==> src/hw/rtl/sit_pkg.sv <==
// Shared types and constants of the segment intersection test.
package sit_pkg;

	localparam int COORD_WIDTH_DEF = 16;

	typedef enum logic [2:0] {
		V_CROSSING   = 3'd0,
		V_DEGENERATE = 3'd1,
		V_SHARED     = 3'd2,
		V_SAME_SIDE  = 3'd3,
		V_OUTSIDE    = 3'd4,
		V_COLLINEAR  = 3'd5
	} verdict_t;

	// Load enables for the cross product stages.
	typedef struct packed {
		logic ld_s2;
		logic ld_s3;
	} sit_adv_t;

endpackage

==> src/hw/rtl/sit_cross.sv <==
// Two-stage pipelined 2D cross product a*d - b*c.
module sit_cross #(
	parameter int W = sit_pkg::COORD_WIDTH_DEF
) (
	input  logic                  clk,
	input  sit_pkg::sit_adv_t     adv,
	input  logic signed [W:0]     a,
	input  logic signed [W:0]     b,
	input  logic signed [W:0]     c,
	input  logic signed [W:0]     d,
	output logic signed [2*W+2:0] res_s3
);

	logic signed [2*W+1:0] ad_s2;
	logic signed [2*W+1:0] bc_s2;

	always_ff @(posedge clk) begin
		if (adv.ld_s2) begin
			ad_s2 <= (2*W+2)'(a) * (2*W+2)'(d);
			bc_s2 <= (2*W+2)'(b) * (2*W+2)'(c);
		end
	end

	always_ff @(posedge clk) begin
		if (adv.ld_s3) begin
			res_s3 <= (2*W+3)'(ad_s2) - (2*W+3)'(bc_s2);
		end
	end

endmodule

==> config.mk <==
export PLATFORM = sky130hd
export DESIGN_NAME = sit_cross
export DESIGN_NICKNAME = d
export VERILOG_FILES = /design/src/hw/rtl/sit_pkg.sv /design/src/hw/rtl/sit_cross.sv
export SDC_FILE = /design/constraint.sdc
export NUM_CORES = 2
export LEC_CHECK = 0
export ABC_CLOCK_PERIOD_IN_PS = 9350
export BUFFER_PORTS_ARGS = -buffer_cell sky130_fd_sc_hd__buf_4
export CAP_MARGIN = 0
export CORE_MARGIN = 1.5
export CORE_UTILIZATION = 45
export CTS_BUF_LIST = sky130_fd_sc_hd__clkbuf_2
export DETAILED_ROUTE_END_ITERATION = 10
export PLACE_DENSITY_LB_ADDON = 0.25
export SETUP_SLACK_MARGIN = 0.3
export SYNTH_ARGS = -nofsm -noshare
export SYNTH_HDL_FRONTEND = slang
export SYNTH_SLANG_ARGS = --single-unit
==> constraint.sdc <==
create_clock -name clk -period 9.35 [get_ports clk]
set_input_delay 2.805 -clock clk [delete_from_list [all_inputs] [get_ports clk]]
set_output_delay 2.805 -clock clk [all_outputs]
set_load 0.01 [all_outputs]
# ---- After elaboration in Yosys (flattened, before gate mapping)
# Cells that the tools add are included.
dict set report word_totals {
  output_inout_bits 35
  in_bits 71
  register_bits 103
}
dict set report classes {
  n_addsub 1
  n_mul 2
}
# operator n
set op_table {}
lappend op_table {{$mul 17x17->34} 2}
lappend op_table {{$sub 34x34->35} 1}

# ---- Logic depth before layout (Yosys ltp)
dict set report depth {
  depth_word 1
  depth_mapped 25
  depth_no_buf 23
}

# ---- Worst setup path after synthesis
# Ideal clock, no wire load.
dict set report synth_path {
  path_kind {input port to flip-flop}
  start {input c[8]}
  end {register bc_s2[32], data pin}
  arrival_ns 8.533
  slack_ns 0.560
  path_buffers 3
  path_stages 23
  cell_sequence {clkbuf_1 -> clkbuf_1 -> nand2_1 -> fa_1 -> inv_1 -> fa_1 -> fa_1 -> fa_1 -> fa_1 -> inv_1 -> fa_1 -> inv_1 -> ha_1 -> clkbuf_1 -> a21o_1 -> a21o_1 -> a2111o_1 -> a21oi_1 -> o32ai_1 -> o41a_1 -> a21o_1 -> a21oi_2 -> xnor2_1}
}
dict set report synth_between {
  elab_chain_cells 1
}
# element line_no
set synth_rtl {}
lappend synth_rtl {{start: declaration} sit_cross.sv:9} ;# input logic signed [W:0] c,
lappend synth_rtl {{$mul 17x17->34} sit_cross.sv:20} ;# bc_s2 <= (2*W+2)'(b) * (2*W+2)'(c);
lappend synth_rtl {{end signal: assignment} sit_cross.sv:20}
lappend synth_rtl {{end: declaration} sit_cross.sv:15} ;# logic signed [2*W+1:0] bc_s2;
# No other way between the ends.
# A chain may end at the register's enable or synchronous reset.

# ---- Final worst setup path
dict set report layout_path {
  start {input a[16]}
  end {register ad_s2[32], data pin}
}
dict set report layout_between {
  elab_chain_cells 1
}
# element line_no
set layout_rtl {}
lappend layout_rtl {{start: declaration} sit_cross.sv:7} ;# input logic signed [W:0] a,
lappend layout_rtl {{$mul 17x17->34} sit_cross.sv:19} ;# ad_s2 <= (2*W+2)'(a) * (2*W+2)'(d);
lappend layout_rtl {{end signal: assignment} sit_cross.sv:19}
lappend layout_rtl {{end: declaration} sit_cross.sv:14} ;# logic signed [2*W+1:0] ad_s2;
# No other way between the ends.

==> flow_summary.ini <==
[status]
outcome = finished clean

[logic_synthesis]
syn_area_sq_um = 26500
synth_nets = 3587
netlist_top_cells_count = inv_1, fa_1, and2_1, nand2_1, ha_1
synth_edf_count = 103
yosysMostFrequentCell = inv_1
synth_flop_cell = edfxtp_1
avgSynthCellArea_sq_um = 9.74
syn_inst = 2719
ys_top_cells_by_area = fa_1, edfxtp_1, ha_1
yosys.area.top_type = fa_1
synthDistinctLibCells = 66
ys_seq_area_frac = 0.117
ys_ff_latch = 103
synth_top_cell_area_share = 0.448
ys_async_sr_fraction = 0
ys_warn_count = 0

[job]
maxCapViolCount = 0

[worst_setup_path]
slowest_delay_ns = 0.80
required_ns = 9.78
criticalPathCategory = input port to flip-flop
crit_family = adder cells
end_kind = flip-flop
startpoint = a[16]
path_cells = buf_4 > nand2_1 > inv_1 > fa_1 > fa_1 > fa_1 > fa_1 > fa_1 > inv_1 > fa_1 > inv_1 > ha_1 > nand4_1 > a2111oi_1 > o21ai_0 > a311oi_1 > nand3_1 > a31oi_1 > o21a_1 > nor2_1 > xnor2_1
worstSetupStartpointType = input port
cpMaxStageDelayCell = fa_1
crit_arrival_ns = 9.07
critPathBufInv = 4
r2r-start = bc_s2[0]$_DFFE_PP_
path_max_fanout = 6
crit_top_cell = fa_1

[sta]
fmax_ghz = 0.116
finalMaxSlewViolations = 0
min_period_ns = 8.64
hold_ws_ns = 0.666
worst_pin_slew_ns = 0.922
fin_tns_setup_ns = 0
hold_viol = 0
setup_viol = 0
finClkSkew_ns = 0.0427
slew_headroom = 0.385
finalCritPeriodShare = 0.924
rsz0062_at_grt = false

[global_routing]
met3_usage = 0.0237
grt_antenna_before_repair = 1
grt_pass1_wl_um = 98700
grt_max_degree = 69
met2_usage = 0.367
top_usage_layer = met2
track_usage = 0.206
grt_use_met1 = 0.261
overflow = 0
grt_pass1_vias = 20100

[clock_network]
clockBufferDepth = 2
clk_latency_ns = 0.66
cts_buffers = 9
root_buffer = clkbuf_2
clk_pin_slew_ns = 0.31
cts.sinks = 103
htreeDepth = 3
cts_resized = 0
cts_tree = built
post-cts-setup-buffer-count = 0
cts_hold_buf = 0

[floorplan]
dieWidth_um = 246
ios = 106
core_area_sq_um = 57900
die_area_sq_um = 60300
die_h_um = 246
initial_core_util = 0.457
row_count = 88

[routing]
drc = 0
drt_iter0_markers = 970
vias = 18300
ant_nets = 0
vias_per_cell = 5.16
drtPass1Iterations = 5
avgRoutedWirePerCell_um = 16.2
wl_um = 57400

[hold_path]
worstHoldStart = bc_s2[0]$_DFFE_PP_
hold_class = flip-flop to flip-flop

[placed_design]
port_buffers = 105
gp_congestion = 0.906
dp.cells = 3523
hpwl_um = 48700

[final_layout]
drive_gt1_frac = 0.0534
post-route-util = 0.486
fin_nets = 3637
area_growth_pct = 6.29
fin_cells = 3541
fillers = 5519
multi_input_area_sq_um = 20600
regArea_sq_um = 3090
cell families (layout without fill, tap and decap cells):
group,count (synthesis),in the layout,synth area share
compound gates,232,232,0.0599
xor+xnor,99,99,0.0327
fa+ha+maj,797,797,0.545
buf+inv,748,803,0.106
flops,103,103,0.117
other cells,0,2,0
simple gates,740,740,0.140
area by class of cell:
| class | instances | area share |
|---|---|---|
| diodes | 2 | 0.000178 |
| clock buffers | 9 | 0.00160 |
| clock inverters | 7 | 0.00276 |
| inverters | 671 | 0.0895 |
| multi-input cells | 1868 | 0.731 |
| flip-flops and latches | 103 | 0.110 |
| well taps | 765 | 0.0340 |
| repair buffers | 116 | 0.0309 |
worst register-to-register path, delay by kind of cell, from the launching register on:
family / cells / cell delay (ns)
and+or+nand+nor: 1 / 0.13
adders and majority gates: 2 / 0.63
DFF: 1 / 0.44
AOI/OAI and AO/OA: 8 / 1.83
path summary, 6_finish.rpt:
path / to / slack, ns / cells past startpoint
max: ad_s2[32]$_DFFE_PP_ / 0.71 / 21
max reg2reg: res_s3[34]$_DFFE_PP_ / 6.09 / 11
min reg2reg: res_s3[0]$_DFFE_PP_ / 0.67 / 2
min: res_s3[0]$_DFFE_PP_ / 0.67 / 2
placed cells by master, fill, tap and decap left out, drive strengths merged, types with 3 or more instances in the layout:
cell and instances:
a2111oi 3, clkbuf 9, buf 116, or2 5, nand2b 11, a211oi 9
o311ai 3, and3b 3, o211ai 4, or3 3, nor2 78, xnor2 79
nor3 13, inv 674, a21oi 60, xor2 20, nand3 12, edfxtp 103
and3 8, fa 593, o31ai 7, o21a 17, nand2 292, o31a 5
a21o 41, o21ai 38, nand4 5, ha 204, a31oi 12, and2 292
nor3b 3, o21bai 5, nor2b 6
flip-flops by register name, indices dropped and copies added, names as in the netlist:
| name | cells |
|---|---|
| bc_s2 | 34 |
| ad_s2 | 34 |
| res_s3 | 35 |
layer usage:
metal | wire (um) | part of all wire | vias up
met5 | 0 | 0 | -
met4 | 1730 | 0.030 | 0
met3 | 2200 | 0.038 | 98
met2 | 30200 | 0.53 | 397
met1 | 23300 | 0.41 | 9518
li1 | - | - | 8258
metrics by stage:
stage               area [sq um]  worst slack [ns]
detailed placement         28000            0.0594
global placement           28000             0.208
floorplan                  26500             0.560
global route               28100             0.428
finish                     28100             0.711
CTS                        28100             0.817
Power is not shown: default switching activity piles up to over one toggle a cycle in this logic, so the estimate is an artifact.
